`src/hw/rtl/lgv_pkg.sv`:
```
// ----------------------------------------------------------------------------
// lgv_pkg
// Shared widths, register map, reset values and types of the Legendre
// value-and-slope evaluator.
// ----------------------------------------------------------------------------
package lgv_pkg;

  // Fixed field widths.
  localparam int unsigned DATA_W  = 48;  // Q17.30 values
  localparam int unsigned X_W     = 32;  // Q1.30 sample and bounds
  localparam int unsigned ORDER_W = 6;
  localparam int unsigned MUL_A_W = 64;  // wide operand of the shared multiplier

  // Configuration port.
  localparam int unsigned APB_AW    = 6;
  localparam int unsigned APB_DW    = 64;
  localparam int unsigned REG_IDX_W = APB_AW - 3;

  localparam logic [REG_IDX_W-1:0] REG_POLY_ORDER = 3'd0;
  localparam logic [REG_IDX_W-1:0] REG_SCALE      = 3'd1;
  localparam logic [REG_IDX_W-1:0] REG_OFFSET     = 3'd2;
  localparam logic [REG_IDX_W-1:0] REG_LOWER      = 3'd3;
  localparam logic [REG_IDX_W-1:0] REG_UPPER      = 3'd4;

  // Defaults of the top-level parameters.
  localparam int unsigned MAX_ORDER_DEF = 32;
  localparam int unsigned FRAC_BITS_DEF = 30;

  // Register reset values.
  localparam logic [ORDER_W-1:0]       RST_POLY_ORDER = '0;
  localparam logic signed [DATA_W-1:0] RST_SCALE      = 48'sd1073741824;
  localparam logic signed [DATA_W-1:0] RST_OFFSET     = '0;
  localparam logic signed [X_W-1:0]    RST_LOWER      = -32'sd1073741824;
  localparam logic signed [X_W-1:0]    RST_UPPER      = 32'sd1073741824;

  typedef struct packed {
    logic [ORDER_W-1:0]       poly_order;
    logic signed [DATA_W-1:0] scale;
    logic signed [DATA_W-1:0] offset;
    logic signed [X_W-1:0]    lower_bound;
    logic signed [X_W-1:0]    upper_bound;
  } lgv_cfg_t;

  // Status of the shared multiplier.
  typedef struct packed {
    logic busy;
    logic done;
    logic ovf;
  } lgv_mul_sts_t;

endpackage

```
`src/hw/rtl/lgv_regs.sv`:
```
// ----------------------------------------------------------------------------
// lgv_regs
// Configuration register file behind the APB-style port.
// ----------------------------------------------------------------------------
module lgv_regs import lgv_pkg::*; (
  input  logic              clk_i,
  input  logic              rst_ni,
  input  logic              psel,
  input  logic              penable,
  input  logic              pwrite,
  input  logic [APB_AW-1:0] paddr,
  input  logic [APB_DW-1:0] pwdata,
  output logic [APB_DW-1:0] prdata,
  output logic              pready,
  output lgv_cfg_t          cfg_o
);

  logic [ORDER_W-1:0]       order_q;
  logic signed [DATA_W-1:0] scale_q;
  logic signed [DATA_W-1:0] offset_q;
  logic signed [X_W-1:0]    lower_q;
  logic signed [X_W-1:0]    upper_q;
  logic [REG_IDX_W-1:0]     idx;
  logic                     wr_en;

  assign idx    = paddr[APB_AW-1:3];
  assign wr_en  = psel & penable & pwrite;
  assign pready = 1'b1;

  always_ff @(posedge clk_i or negedge rst_ni) begin
    if (!rst_ni) begin
      order_q  <= RST_POLY_ORDER;
      scale_q  <= RST_SCALE;
      offset_q <= RST_OFFSET;
      lower_q  <= RST_LOWER;
      upper_q  <= RST_UPPER;
    end else if (wr_en) begin
      case (idx)
        REG_POLY_ORDER: order_q  <= pwdata[ORDER_W-1:0];
        REG_SCALE:      scale_q  <= pwdata[DATA_W-1:0];
        REG_OFFSET:     offset_q <= pwdata[DATA_W-1:0];
        REG_LOWER:      lower_q  <= pwdata[X_W-1:0];
        REG_UPPER:      upper_q  <= pwdata[X_W-1:0];
        default: begin
        end
      endcase
    end
  end

  always_comb begin
    case (idx)
      REG_POLY_ORDER: prdata = APB_DW'(order_q);
      REG_SCALE:      prdata = APB_DW'(scale_q);
      REG_OFFSET:     prdata = APB_DW'(offset_q);
      REG_LOWER:      prdata = APB_DW'(lower_q);
      REG_UPPER:      prdata = APB_DW'(upper_q);
      default:        prdata = '0;
    endcase
  end

  assign cfg_o.poly_order  = order_q;
  assign cfg_o.scale       = scale_q;
  assign cfg_o.offset      = offset_q;
  assign cfg_o.lower_bound = lower_q;
  assign cfg_o.upper_bound = upper_q;

endmodule

```
`config.mk`:
```
export PLATFORM = sky130hd
export DESIGN_NAME = lgv_regs
export DESIGN_NICKNAME = d
export VERILOG_FILES = /design/src/hw/rtl/lgv_pkg.sv /design/src/hw/rtl/lgv_regs.sv
export SDC_FILE = /design/constraint.sdc
export NUM_CORES = 1
export LEC_CHECK = 0
export BUFFER_PORTS_ARGS = -buffer_cell sky130_fd_sc_hd__buf_2
export CAP_MARGIN = 20
export CORE_MARGIN = 4
export CORE_UTILIZATION = 39
export CTS_BUF_LIST = sky130_fd_sc_hd__clkbuf_8
export DETAILED_ROUTE_END_ITERATION = 12
export PLACE_DENSITY = 0.7
export SETUP_SLACK_MARGIN = 0.05
export SLEW_MARGIN = 20
export SYNTH_ARGS = -nofsm -noshare
export SYNTH_HDL_FRONTEND = slang
export SYNTH_SLANG_ARGS = --single-unit
```
`constraint.sdc`:
```
create_clock -name clk_i -period 2 [get_ports clk_i]
set_input_delay 0.2 -clock clk_i [delete_from_list [all_inputs] [get_ports clk_i]]
set_output_delay 0.2 -clock clk_i [all_outputs]
set_load 0.03 [all_outputs]
```
**Yosys cells after proc, flatten, opt, wreduce, memory -nomap -nowiden**

Index checks and enable logic that the tools add are counted.
W data, S select, Z words.

- Input bits: 75
- Logic and storage cells: 18
- Bits in registers: 166
- Output and inout port bits: 231

- Bitwise gates (word level): 2
- Reduce and logical (&&, ||, !) cells: 6
- Mux-type cells: 1
- Eq/ne operators: 4

Operators by type and width:

| cell | number |
|---|---|
| $pmux W64 S5 | 1 |
| $reduce_and A2 Y1 | 5 |
| $eq A3 B2 Y1 const B | 2 |
| $eq A3 B1 Y1 const B | 1 |
| $eq A3 B3 Y1 const B | 1 |
| $logic_not A3 Y1 | 1 |
| $and A1 B1 Y1 | 2 |

**Depth between registers and ports, before layout**

- Depth in word-level cells: 3
- Depth in mapped cells: 7
- Gate-level depth less buffers: 3

**Worst setup path after synthesis**

Ideal clock, no wire load.

- Path kind: input-to-output
- Start point: in paddr[4]
- End point: out prdata[48]
- Slack: -0.207 ns
- Buffers on the path: 3
- Required time: 1.800 ns
- Stages: 6
- Arrival time: 2.007 ns
- Cell sequence: buf_2 -> nor3b_4 -> a22o_1 -> buf_2 -> a221o_1 -> buf_4

- Cells in the longest elaborated chain, start to end: 2
- Elaborated cells on any way between the ends: 6
- Classes of those cells: eq/ne: 4; mux: 1; reduce/logical: 1

Ends and longest elaborated chain:

| element | line | RTL |
|---|---|---|
| start: declaration | lgv_regs.sv:11 | `input logic [APB_AW-1:0] paddr,` |
| $eq A3 B3 Y1 (tied with other cells) | lgv_regs.sv:51 | `case (idx)` |
| $pmux W64 S5 (*) | lgv_regs.sv:51 |  |
| end: declaration | lgv_regs.sv:13 | `output logic [APB_DW-1:0] prdata,` |

Mark *: on every way between the ends. The rest lies on a longest branch, timed or not.

**Worst setup path in the final report**

- Start point: reg upper_q[31]
- End point: out prdata[33]

- Cells in the longest elaborated chain, start to end: 1

Ends and longest elaborated chain:

| element | line | RTL |
|---|---|---|
| start: declaration | lgv_regs.sv:22 | `logic signed [X_W-1:0] upper_q;` |
| start signal: assignment | lgv_regs.sv:43 | `REG_UPPER: upper_q <= pwdata[X_W-1:0];` |
| $pmux W64 S5 | lgv_regs.sv:51 |  |

No other way between the ends.

==> impl_metrics.env <==
export IMPL_cts_root_buf="clkbuf_8"
export IMPL_ys_top_cells_by_count="168 x mux2_1, 162 x dfrtp_1, 56 x a22oi_1"
export IMPL_fin_tns_setup_ns=0
export IMPL_p_sw_mw=4.31
export IMPL_nets=919
export IMPL_wl_per_cell_um=19.0
export IMPL_slew_headroom_pct=63.2
export IMPL_status="finished clean"
export IMPL_start_util_pct=39.6
export IMPL_synthFlopType="dfrtp_1"
export IMPL_placed_area_sq_um=9120
export IMPL_htree_levels=4
export IMPL_fin_ws_ns=0.0618
export IMPL_drt_first_pass_iters=4
export IMPL_fin_worst_skew_ns=0
export IMPL_netSwitchingFraction_pct=38.8
export IMPL_final_min_clock_period_ns=1.94
export IMPL_crit_required_ns=1.80
export IMPL_final_core_util_pct=54.6
export IMPL_drt_iter0_drc=204
export IMPL_gp_congestion=0.761
export IMPL_arrival_ns=1.74
export IMPL_cts_clk_slew_worst_paths_ns=0.09
export IMPL_pwr_share_clk_pct=25.4
export IMPL_via_count=5731
export IMPL_place_ws_ns=0.179
export IMPL_end_kind="primary output"
export IMPL_async_reset_ff_share_pct=100
export IMPL_synth_cell_types=26
export IMPL_power_density_nw_per_um2=1090
export IMPL_seqPwrFrac_pct=40.9
export IMPL_path_class="reg2out"
export IMPL_area_growth_synth_to_final_pct=37.9
export IMPL_yosysTopAreaCellShare_pct=54.9
export IMPL_antenna_found_initial=0
export IMPL_clkLatencyLatePin_ns=0.43
export IMPL_rsz0062_at_grt="yes"
export IMPL_cts_sinks=166
export IMPL_hold_ws_ns=0.0403
export IMPL_drive_gt1_share_pct=42.2
export IMPL_cts_tree="yes"
export IMPL_post_route_period_util_pct=96.9
export IMPL_path_max_fanout=14
export IMPL_ys_warn_count=0
export IMPL_core_area_sq_um=18600
export IMPL_synth_edff_count=0
export IMPL_ys_ff_latch=166
export IMPL_total_power_mw=11.1
export IMPL_grt_use_total_pct=19.5
export IMPL_p_leak_nw=5.31
export IMPL_ir_drop_mv=0.483
export IMPL_dp_cells=1015
export IMPL_cp_start_kind="register"
export IMPL_layoutNonFillerInstCount=1091
export IMPL_hold_violations=0
export IMPL_grt_pass1_vias=5963
export IMPL_ys_seq_area_share_pct=56.4
export IMPL_grt_ovfl_total=0
export IMPL_max_freq_ghz=0.516
export IMPL_die_y_um=146
export IMPL_slew_viol_final=0
export IMPL_die_x_um=146
export IMPL_drv_cap=0
export IMPL_final_area_sq_um=10200
export IMPL_hold_class="in2reg"
export IMPL_drcViolationCount=0
export IMPL_syn_area_per_cell_sq_um=14.1
export IMPL_yosysMostFrequentCell="mux2_1"
export IMPL_setup_viol=0
export IMPL_wl_um=20700
export IMPL_port_buffers=285
export IMPL_dieArea_sq_um=21200
export IMPL_comb_power_share_pct=33.7
export IMPL_fill_cells=1598
export IMPL_cts_buffers=17
export IMPL_yosysTopAreaCell="dfrtp_1"
export IMPL_synth_cells=524
export IMPL_netlist_area_sq_um=7380
export IMPL_diodes=0
export IMPL_synthesis_nets=599
export IMPL_pin_count=306
export IMPL_p_int_mw=6.78
export IMPL_grt_max_degree=56
export IMPL_grt_pass1_wl_um=33200
export IMPL_viasPerCell=5.25
export IMPL_drt_antenna_violating_nets=0
export IMPL_worst_pin_slew_ns=0.552
export IMPL_cts_buffer_depth=2
export IMPL_synth_area_top_cells="dfrtp_1 55%, mux2_1 26%, a22oi_1 5.7%"
export IMPL_rows=50
export IMPL_hpwl_um=14200
cell usage in the layout, fill, tap and decap left out, drive strengths merged, types with 3 or more instances in the layout:
| cell type | n |
|---|---|
| a221o | 18 |
| nand2 | 26 |
| bufinv | 5 |
| dfstp | 4 |
| inv | 5 |
| clkinvlp | 3 |
| a21oi | 6 |
| o22ai | 6 |
| nor3b | 11 |
| dfrtp | 162 |
| dlygate4sd3 | 43 |
| buf | 312 |
| a22oi | 56 |
| clkbuf | 18 |
| mux2 | 172 |
logic make-up after synthesis:
logic type | share of synthesized area [%]
flops | 56.4
mux | 26.2
compound gates | 9.04
simple gates | 3.78
other cells | 0.0508
buf+inv | 4.53
cell type report:
type	count	area [sq um]	share of cell area, %
sequential	166	4160	40.9
multi-input combinational	304	2950	29.0
timing repair buffer	355	2300	22.7
tap	234	293	2.88
clock buffer	18	248	2.43
clock inverter	14	221	2.18
flip-flops by register name (all words and copies together) (netlist names):
name and flops:
order_q 6, scale_q 48, upper_q 32, offset_q 48
lower_q 32
power groups by stage:
stage | Sequential (mW) | Combinational (mW) | Clock (mW)
global placement | 4.56 | 3.57 | 0
floorplan | 5.82 | 1.11 | 0
CTS | 4.52 | 3.74 | 2.91
detailed placement | 4.58 | 3.61 | 0
finish | 4.53 | 3.74 | 2.82
global route | 4.63 | 3.95 | 3.07
routing by layer:
| layer | share of wire (%) | vias up | wire, um | global-route usage (%) |
|---|---|---|---|---|
| li1 | - | 2570 | - | - |
| met1 | 42 | 2895 | 8650 | 24.4 |
| met2 | 49 | 246 | 10200 | 33.2 |
| met3 | 7.7 | 20 | 1600 | 5.85 |
| met4 | 1.3 | 0 | 270 | 5.27 |
| met5 | 0 | - | 0 | 0 |
timing repair:
action	4_1_cts	5_1_grt
hold endpoints to repair	174	0
hold buffers	43	0
gates cloned	0	1
endpoints found under the setup margin	31	31
resized for setup	33	20
buffers inserted	0	0
path summary, 6_finish.rpt:
| check | startpoint | end | slack [ns] | cells after the start |
|---|---|---|---|---|
| hold / removal | pwdata[19] | lower_q[19] | 0.04 | 2 |
| max in group asynchronous | rst_ni | offset_q[22] | 1.04 | 3 |
| min in group asynchronous | rst_ni | offset_q[28] | 0.27 | 2 |
| setup reg to reg | scale_q[7] | scale_q[7] | 1.17 | 1 |
| hold reg to reg | offset_q[4] | offset_q[4] | 0.51 | 1 |
| setup / recovery | upper_q[31] | prdata[33] | 0.06 | 4 |
critical path, stage by stage, from the launching register on:
cell and delay [ns]:
dfrtp_1 0.41, a22o_4 0.30, buf_12 0.16, a221o_1 0.30, buf_6 0.15
Note: power is estimated with default switching activity, not from simulation.
