--- src/hw/rtl/lgv_pkg.sv ---
// ----------------------------------------------------------------------------
// lgv_pkg
// Shared widths, register map, reset values and types of the Legendre
// value-and-slope evaluator.
// ----------------------------------------------------------------------------
package lgv_pkg;

  // Fixed field widths.
  localparam int unsigned DATA_W  = 48;  // Q17.30 values
  localparam int unsigned X_W     = 32;  // Q1.30 sample and bounds
  localparam int unsigned ORDER_W = 6;
  localparam int unsigned MUL_A_W = 64;  // wide operand of the shared multiplier

  // Configuration port.
  localparam int unsigned APB_AW    = 6;
  localparam int unsigned APB_DW    = 64;
  localparam int unsigned REG_IDX_W = APB_AW - 3;

  localparam logic [REG_IDX_W-1:0] REG_POLY_ORDER = 3'd0;
  localparam logic [REG_IDX_W-1:0] REG_SCALE      = 3'd1;
  localparam logic [REG_IDX_W-1:0] REG_OFFSET     = 3'd2;
  localparam logic [REG_IDX_W-1:0] REG_LOWER      = 3'd3;
  localparam logic [REG_IDX_W-1:0] REG_UPPER      = 3'd4;

  // Defaults of the top-level parameters.
  localparam int unsigned MAX_ORDER_DEF = 32;
  localparam int unsigned FRAC_BITS_DEF = 30;

  // Register reset values.
  localparam logic [ORDER_W-1:0]       RST_POLY_ORDER = '0;
  localparam logic signed [DATA_W-1:0] RST_SCALE      = 48'sd1073741824;
  localparam logic signed [DATA_W-1:0] RST_OFFSET     = '0;
  localparam logic signed [X_W-1:0]    RST_LOWER      = -32'sd1073741824;
  localparam logic signed [X_W-1:0]    RST_UPPER      = 32'sd1073741824;

  typedef struct packed {
    logic [ORDER_W-1:0]       poly_order;
    logic signed [DATA_W-1:0] scale;
    logic signed [DATA_W-1:0] offset;
    logic signed [X_W-1:0]    lower_bound;
    logic signed [X_W-1:0]    upper_bound;
  } lgv_cfg_t;

  // Status of the shared multiplier.
  typedef struct packed {
    logic busy;
    logic done;
    logic ovf;
  } lgv_mul_sts_t;

endpackage

--- src/hw/rtl/lgv_fmul.sv ---
// ----------------------------------------------------------------------------
// lgv_fmul
// Shared fixed-point multiplier: a*b scaled by 2^-FRAC_BITS, rounded to
// nearest with ties away from zero, saturated to 48 bits. Built from four
// 32x32 partial products issued one per cycle.
// ----------------------------------------------------------------------------
module lgv_fmul import lgv_pkg::*; #(
  parameter int unsigned FRAC_BITS = FRAC_BITS_DEF
) (
  input  logic                      clk_i,
  input  logic                      rst_ni,
  input  logic                      start_i,
  input  logic signed [MUL_A_W-1:0] op_a_i,
  input  logic signed [DATA_W-1:0]  op_b_i,
  output logic signed [DATA_W-1:0]  res_o,
  output lgv_mul_sts_t              sts_o
);

  localparam int unsigned HALF_W = 32;
  localparam int unsigned PP_W   = 2 * HALF_W;
  localparam int unsigned ACC_W  = 2 * MUL_A_W;

  localparam logic [2:0] STEP_FIRST   = 3'd0;
  localparam logic [2:0] STEP_LAST_PP = 3'd3;
  localparam logic [2:0] STEP_LAST_AC = 3'd4;
  localparam logic [2:0] STEP_ROUND   = 3'd5;

  localparam logic [DATA_W-1:0] LIM_POS = {1'b0, {(DATA_W-1){1'b1}}};
  localparam logic [DATA_W-1:0] LIM_NEG = {1'b1, {(DATA_W-1){1'b0}}};

  logic                     busy_q;
  logic                     done_q;
  logic [2:0]               step_q;
  logic                     neg_q;
  logic [MUL_A_W-1:0]       ua_q;
  logic [DATA_W-1:0]        ub_q;
  logic [PP_W-1:0]          pp_q;
  logic [1:0]               pp_sh_q;
  logic [ACC_W-1:0]         acc_q;
  logic signed [DATA_W-1:0] res_q;
  logic                     ovf_q;

  logic [MUL_A_W-1:0]       ua_c;
  logic [DATA_W-1:0]        ub_c;
  logic [1:0]               pp_idx;
  logic [HALF_W-1:0]        a_chunk;
  logic [HALF_W-1:0]        b_chunk;
  logic [PP_W-1:0]          pp_d;
  logic [ACC_W-1:0]         pp_aligned;
  logic [ACC_W-1:0]         mag;
  logic [DATA_W-1:0]        lim;
  logic                     ovf_c;
  logic [DATA_W-1:0]        mag_c;
  logic [DATA_W-1:0]        res_c;

  assign ua_c = op_a_i[MUL_A_W-1] ? MUL_A_W'(-op_a_i) : MUL_A_W'(op_a_i);
  assign ub_c = op_b_i[DATA_W-1]  ? DATA_W'(-op_b_i)  : DATA_W'(op_b_i);

  // Partial product k multiplies chunk k[0] of a by chunk k[1] of b.
  assign pp_idx  = step_q[1:0];
  assign a_chunk = pp_idx[0] ? ua_q[MUL_A_W-1:HALF_W] : ua_q[HALF_W-1:0];
  assign b_chunk = pp_idx[1] ? HALF_W'(ub_q[DATA_W-1:HALF_W]) : ub_q[HALF_W-1:0];
  assign pp_d    = PP_W'(a_chunk) * PP_W'(b_chunk);

  always_comb begin
    case (pp_sh_q)
      2'd0:    pp_aligned = ACC_W'(pp_q);
      2'd1:    pp_aligned = ACC_W'(pp_q) << HALF_W;
      2'd2:    pp_aligned = ACC_W'(pp_q) << (2 * HALF_W);
      default: pp_aligned = '0;
    endcase
  end

  // The rounding constant is preloaded into the accumulator, so the last
  // step is just a shift and a range check.
  assign mag   = acc_q >> FRAC_BITS;
  assign lim   = neg_q ? LIM_NEG : LIM_POS;
  assign ovf_c = (|mag[ACC_W-1:DATA_W]) || (mag[DATA_W-1:0] > lim);
  assign mag_c = ovf_c ? lim : mag[DATA_W-1:0];
  assign res_c = neg_q ? DATA_W'(-mag_c) : mag_c;

  always_ff @(posedge clk_i or negedge rst_ni) begin
    if (!rst_ni) begin
      busy_q <= 1'b0;
      done_q <= 1'b0;
      step_q <= STEP_FIRST;
    end else begin
      done_q <= 1'b0;
      if (start_i) begin
        busy_q <= 1'b1;
        step_q <= STEP_FIRST;
      end else if (busy_q) begin
        step_q <= step_q + 3'd1;
        if (step_q == STEP_ROUND) begin
          busy_q <= 1'b0;
          done_q <= 1'b1;
        end
      end
    end
  end

  always_ff @(posedge clk_i) begin
    if (start_i) begin
      neg_q <= op_a_i[MUL_A_W-1] ^ op_b_i[DATA_W-1];
      ua_q  <= ua_c;
      ub_q  <= ub_c;
      acc_q <= ACC_W'(1) << (FRAC_BITS - 1);
    end else if (busy_q) begin
      if (step_q <= STEP_LAST_PP) begin
        pp_q    <= pp_d;
        pp_sh_q <= 2'(pp_idx[0]) + 2'(pp_idx[1]);
      end
      if (step_q != STEP_FIRST && step_q <= STEP_LAST_AC) begin
        acc_q <= acc_q + pp_aligned;
      end
      if (step_q == STEP_ROUND) begin
        res_q <= res_c;
        ovf_q <= ovf_c;
      end
    end
  end

  assign res_o      = res_q;
  assign sts_o.busy = busy_q;
  assign sts_o.done = done_q;
  assign sts_o.ovf  = ovf_q;

endmodule

--- config.mk ---
export PLATFORM = sky130hd
export DESIGN_NAME = lgv_fmul
export DESIGN_NICKNAME = d
export VERILOG_FILES = /design/src/hw/rtl/lgv_pkg.sv /design/src/hw/rtl/lgv_fmul.sv
export SDC_FILE = /design/constraint.sdc
export NUM_CORES = 2
export LEC_CHECK = 0
export BUFFER_PORTS_ARGS = -buffer_cell sky130_fd_sc_hd__buf_2
export CAP_MARGIN = 20
export CORE_MARGIN = 1
export CORE_UTILIZATION = 52
export CTS_BUF_LIST = sky130_fd_sc_hd__clkbuf_8
export CTS_CLUSTER_SIZE = 14
export DETAILED_ROUTE_END_ITERATION = 8
export GPL_ROUTABILITY_DRIVEN = 0
export PLACE_DENSITY = 0.65
export SLEW_MARGIN = 15
export SYNTH_ARGS = -nofsm -noshare
export SYNTH_HDL_FRONTEND = slang
export SYNTH_SLANG_ARGS = --single-unit
--- constraint.sdc ---
create_clock -name clk_i -period 12.4 [get_ports clk_i]
set_input_delay 1.86 -clock clk_i [delete_from_list [all_inputs] [get_ports clk_i]]
set_output_delay 1.86 -clock clk_i [all_outputs]
set_load 0.01 [all_outputs]
Word-level counts from Yosys, hierarchy flattened
Cells that the tools add are included.

Flip-flop bits (word level): 361. Input port bits: 115. Output and inout port bits: 51. Logic and storage cells: 53.

Add/sub/neg operators: 6. Multiply operators: 1. $lt $le $gt $ge: 3. Eq/ne operators: 3. Multiplexer cells: 16. Bitwise logic cells: 2. Reduce and logical (&&, ||, !) cells: 9.

Operators with widths (count): $pmux 128 s3 (1); $mux 48 (3); $add 128x128->128 (1); $neg 48->48 (2); $mul 32x32->64 (1); $mux 32 (2); $neg 64->64 (1); $mux 63 (1); $reduce_or 50->1 (1); $gt 48x48->1 (1); $mux 47 (1); $mux 1 (6); $mux 3 (2); $reduce_and 3->1 (2); $add 3x1->3 const B (1); $eq 3x3->1 const B (1); $le 3x2->1 const B (1); $le 3x3->1 const B (1); $reduce_bool 3->1 (1); $add 1x1->2 (1); $eq 2x1->1 const B (1); $eq 2x2->1 const B (1); $logic_not 2->1 (1); $reduce_and 2->1 (1); 5 further kinds (5).

Logic depth before layout (Yosys ltp)
Word-level depth: 6. Gate-level depth with buffers: 34. Mapped depth without buffers: 30.

Worst setup path before layout
No wires, ideal clock.

Kind: flip-flop to flip-flop. From: register step_q[0]. To: register pp_q[60] (data pin). Arrival: 8.769 ns. Data required time: 12.136 ns. Slack: 3.367 ns. Stages on the path, launching flop included: 31. Path buffers: 5. Clock period less this slack: 9.033 ns. Cells stage by stage: dfrtp_1 clkbuf_1 buf_1 clkbuf_1 mux2i_1 clkbuf_1 nor2_1 fa_1 inv_1 fa_1 fa_1 fa_1 inv_1 ha_1 ha_1 fa_1 inv_1 fa_1 inv_1 ha_1 clkbuf_1 nand4_1 or2_2 o21ba_2 o41ai_1 a2111oi_0 o31ai_1 a21oi_1 o41ai_1 a21oi_1 xnor2_1.

Word-level cells in the longest chain between the ends: 2.

RTL lines: start, declared (RTL line lgv_fmul.sv:33) `logic [2:0] step_q;`; start signal, assigned (RTL line lgv_fmul.sv:93) `step_q <= step_q + 3'd1;`; $mux 32 (RTL line lgv_fmul.sv:61) `assign a_chunk = pp_idx[0] ? ua_q[MUL_A_W-1:HALF_W] : ua_q[HALF_W-1:0];`; $mul 32x32->64 (RTL line lgv_fmul.sv:63) `assign pp_d = PP_W'(a_chunk) * PP_W'(b_chunk);`; net pp_d[60] (RTL line lgv_fmul.sv:48) `logic [PP_W-1:0] pp_d;`; end signal, assigned (RTL line lgv_fmul.sv:110) `pp_q <= pp_d;`; end, declared (RTL line lgv_fmul.sv:37) `logic [PP_W-1:0] pp_q;`.

The timed path passes the listed nets, and every way through them passes these cells. A chain may end at the register's enable or synchronous reset.

Worst setup path after layout
From: register step_q[1]. To: register pp_q[58] (data pin).

Word-level cells in the longest chain between the ends: 2.

RTL lines: $mux 32 (RTL line lgv_fmul.sv:62) `assign b_chunk = pp_idx[1] ? HALF_W'(ub_q[DATA_W-1:HALF_W]) : ub_q[HALF_W-1:0];`; $mul 32x32->64 (RTL line lgv_fmul.sv:63); net pp_d[58] (RTL line lgv_fmul.sv:48).

The timed path passes the listed nets, and every way through them passes these cells.

==> out/qor.log <==
qor: die.rows 122
qor: die.die_w 337.4 um
qor: cts.cts.sink_count 361
qor: global_routing.first_global_vias 48730
qor: sta.timing_worst_slew_pin_value 1.239 ns
qor: global_routing.grt_antenna_before_repair 5
qor: global_routing.grt_overflow_total 0
qor: yosys.ys_dominant_reg_cell sky130_fd_sc_hd__edfxtp_1
qor: drt.vias 49040
qor: drt.postRouteAntennaNets 0
qor: global_routing.pin_count_of_the_biggest_net_entering_global_routing 81
qor: cts.cts_setup_buffers 0
qor: drt.detail_route.first_pass.iterations 7
qor: cts.cts_max_path_buffers 3
qor: die.die_area 0.1138 mm2
qor: yosys.syn-instance-count 6768
qor: cts.clock_tree.root_cell sky130_fd_sc_hd__clkbuf_8
qor: critical_path.start_kind register
qor: critical_path.cpMaxStageDelayCell sky130_fd_sc_hd__nand2_1
qor: yosys.synthesis.yosys.warnings 0
qor: sta.slew-limit-headroom 17.22%
qor: critical_path.crit_top_cell sky130_fd_sc_hd__fa_1
qor: critical_path.setup.worst_path.class reg2reg
qor: sta.timing.final.max_slew_violations 0
qor: cts.cts_hold_buffers 0
qor: yosys.synth-async-reset-ratio 1.385%
qor: sta.setup_viol 0
qor: sta.timing.final.crit_period 10.61 ns
qor: die.die_h 337.4 um
qor: layout.final_cell_mix sky130_fd_sc_hd__inv_1, sky130_fd_sc_hd__fa_1, sky130_fd_sc_hd__nand2_1
qor: yosys.postSynthRegisterBits 361
qor: critical_path.timing.critical_path.to_type register
qor: cts.cts_resized 0
qor: die.core_region_area 0.1111 mm2
qor: critical_path.critPathArrivalTime 11.04 ns
qor: sta.timing.final.hold_violations 0
qor: min_path.min-delay-path-class reg2reg
qor: critical_path.critPathTopFamily adder cells
qor: critical_path.crit_required 12.84 ns
qor: place.dp.final_hpwl 149100 um
qor: sta.rsz_0062_raised_after_global_routing no
qor: yosys.synth_nets 8225
qor: flow_run.max_cap_violations 0
qor: cts.tritoncts yes
qor: sta.min_period_over_period 85.53%
qor: cts.numCtsBuffers 70
qor: cts.cts.reportedPaths.clkPinSlew 0.06 ns
qor: layout.syn2layout_area_growth 6.438%
qor: yosys.synth_cell_types 81
qor: drt.wirelength 195000 um
qor: yosys.mapped_cell_area 0.05850 mm2
qor: layout.post_route_cells_drive_above_1_share 7.440%
qor: drt.drt-initial-drc-count 4413
qor: yosys.postSynthAreaPerCell 8.644 um2
qor: critical_path.cp_slowest_stage_delay 0.95 ns
qor: status.status completed
qor: sta.setup-tns-final 0 ns
qor: layout.mostFrequentLayoutCell sky130_fd_sc_hd__inv_1
qor: drt.route.detailed.drc 0
qor: yosys.synth_edf_count 228
qor: global_routing.globalRouteTotalUtil 34.53%
qor: place.buffer_ports.inserted 165
qor: sta.fmaxAchievable 94.28 MHz
qor: critical_path.critical_path.n_buffers_inverters 6
qor: cts.clk-insertion-delay-late 0.74 ns
qor: layout.nets 8187
qor: drt.routed_wirelength_normalized_by_instance_count 23.55 um
qor: drt.via_density_per_instance 5.921
qor: die.design.portCount 166
qor: die.initial_utilization 52.64%
qor: yosys.synth-seq-area-share 16.30%
qor: sta.skew 0.06406 ns
qor: critical_path.crit_fanout 31
qor: global_routing.global_route_wire_length_before_repair 293300 um
qor: cts.cts_max_level 3
worst register-to-register path, delay by kind of cell, from the launching register on:
kind,cells,cell delay [ns]
DFF,1,0.93
xor gates and xnor gates,1,0.09
adders and majority gates,9,4.33
AOI/OAI and AO/OA,10,2.87
and+or+nand+nor,3,1.23
buffers and inverters,6,0.93
sequential cells by signal, summed over array words and instances (netlist names):
register,flops
done_q,1
ua_q,64
neg_q,1
step_q,3
acc_q,128
res_o,48
ovf_q,1
pp_q,64
ub_q,48
busy_q,1
pp_sh_q,2
logic make-up after synthesis:
logic type,count (synthesis),synth area share [%]
AND/OR/NAND/NOR,2225,16.51
adder cells (fa/ha/maj),1342,40.21
buffers and inverters,1327,8.534
AO/OA/AOI/OAI,1095,11.80
flip-flops,361,16.30
XOR/XNOR,283,4.237
multiplexers,135,2.413
cells in the mapped netlist, types with 11 or more instances:
| library cell | count | area [um2] |
|---|---|---|
| sky130_fd_sc_hd__or3_1 | 29 | 181.4 |
| sky130_fd_sc_hd__and2_1 | 73 | 456.7 |
| sky130_fd_sc_hd__xor2_1 | 61 | 534.3 |
| sky130_fd_sc_hd__o21ai_0 | 229 | 1146 |
| sky130_fd_sc_hd__mux2_2 | 48 | 540.5 |
| sky130_fd_sc_hd__or4_1 | 22 | 165.2 |
| sky130_fd_sc_hd__and3_1 | 18 | 112.6 |
| sky130_fd_sc_hd__inv_1 | 959 | 3600 |
| sky130_fd_sc_hd__edfxtp_1 | 228 | 6847 |
| sky130_fd_sc_hd__nor2b_1 | 42 | 262.8 |
| sky130_fd_sc_hd__a22o_1 | 37 | 324.1 |
| sky130_fd_sc_hd__o31ai_1 | 46 | 345.3 |
| sky130_fd_sc_hd__buf_1 | 19 | 71.32 |
| sky130_fd_sc_hd__a21o_1 | 127 | 953.4 |
| sky130_fd_sc_hd__mux2i_1 | 87 | 870.8 |
| sky130_fd_sc_hd__a21oi_1 | 373 | 1867 |
| sky130_fd_sc_hd__nand2_1 | 870 | 3266 |
| sky130_fd_sc_hd__o21a_1 | 21 | 157.7 |
| sky130_fd_sc_hd__or2_2 | 19 | 118.9 |
| sky130_fd_sc_hd__a31oi_1 | 25 | 156.4 |
| sky130_fd_sc_hd__nand4_1 | 85 | 531.8 |
| sky130_fd_sc_hd__o21bai_1 | 59 | 442.9 |
| sky130_fd_sc_hd__o211ai_1 | 14 | 105.1 |
| sky130_fd_sc_hd__a211oi_1 | 15 | 112.6 |
| sky130_fd_sc_hd__o311ai_0 | 17 | 148.9 |
| sky130_fd_sc_hd__clkbuf_1 | 343 | 1287 |
| sky130_fd_sc_hd__a311oi_1 | 12 | 105.1 |
| sky130_fd_sc_hd__ha_1 | 445 | 5568 |
| sky130_fd_sc_hd__fa_1 | 897 | 17960 |
| sky130_fd_sc_hd__nand2b_1 | 36 | 225.2 |
| sky130_fd_sc_hd__dfxtp_1 | 128 | 2562 |
| sky130_fd_sc_hd__a221oi_1 | 11 | 96.34 |
| sky130_fd_sc_hd__o41ai_1 | 29 | 254.0 |
| sky130_fd_sc_hd__nand3_1 | 51 | 255.2 |
| sky130_fd_sc_hd__nor4_1 | 35 | 219.0 |
| sky130_fd_sc_hd__nor3_1 | 70 | 350.3 |
| sky130_fd_sc_hd__xnor2_1 | 222 | 1944 |
| sky130_fd_sc_hd__nor2_1 | 833 | 3127 |
final cells by class:
| class | count | area, um2 |
|---|---|---|
| Clock buffer | 74 | 1018 |
| Sequential cell | 361 | 9539 |
| Antenna cell | 6 | 15.01 |
| Fill cell | 10250 | 48860 |
| Multi-Input combinational cell | 5080 | 44250 |
| Inverter | 962 | 3611 |
| Clock inverter | 56 | 457.9 |
| Tap cell | 1488 | 1862 |
| Timing Repair Buffer | 255 | 1514 |
through the flow:
step	instances	setup slack (ns)	hold slack (ns)	instance area (um2)	utilization, %
detailed placement	8146	2.046	0.4519	60770	54.69
global placement	8145	2.237	0.4427	60760	54.68
finish	8282	1.794	0.4575	62270	56.03
global route	8280	1.693	0.4737	62260	56.03
floorplan	6768	3.367	0.4362	58500	-
CTS	8276	2.061	0.4612	62250	56.02
metal layers:
layer | global-route usage (%) | wire length [um] | vias to the layer above | share of wire (%)
met4 | 20.47 | 14040 | 4 | 7.2
met5 | 0 | 25 | - | 0.013
met2 | 52.32 | 83310 | 2782 | 43
met1 | 42.82 | 74250 | 23690 | 38
met3 | 11.59 | 23390 | 638 | 12
li1 | - | - | 21920 | -
path summary, 6_finish.rpt:
check / startpoint / end / slack [ns] / cells past startpoint
max: step_q[1]$_DFFE_PN0P_ / pp_q[58]$_DFFE_PP_ / 1.79 / 29
min: acc_q[18]$_SDFFE_PP0P_ / acc_q[18]$_SDFFE_PP0P_ / 0.46 / 2
max reg2reg: step_q[1]$_DFFE_PN0P_ / pp_q[58]$_DFFE_PP_ / 1.79 / 29
min reg2reg: acc_q[18]$_SDFFE_PP0P_ / acc_q[18]$_SDFFE_PP0P_ / 0.46 / 2
max in group asynchronous: rst_ni / step_q[0]$_DFFE_PN0P_ / 10.96 / 1
min in group asynchronous: rst_ni / done_q$_DFF_PN0_ / 1.10 / 1
Power is left out: the tool's default activity adds up to more than one toggle a clock period on the data nets, which glitch-free logic cannot reach.
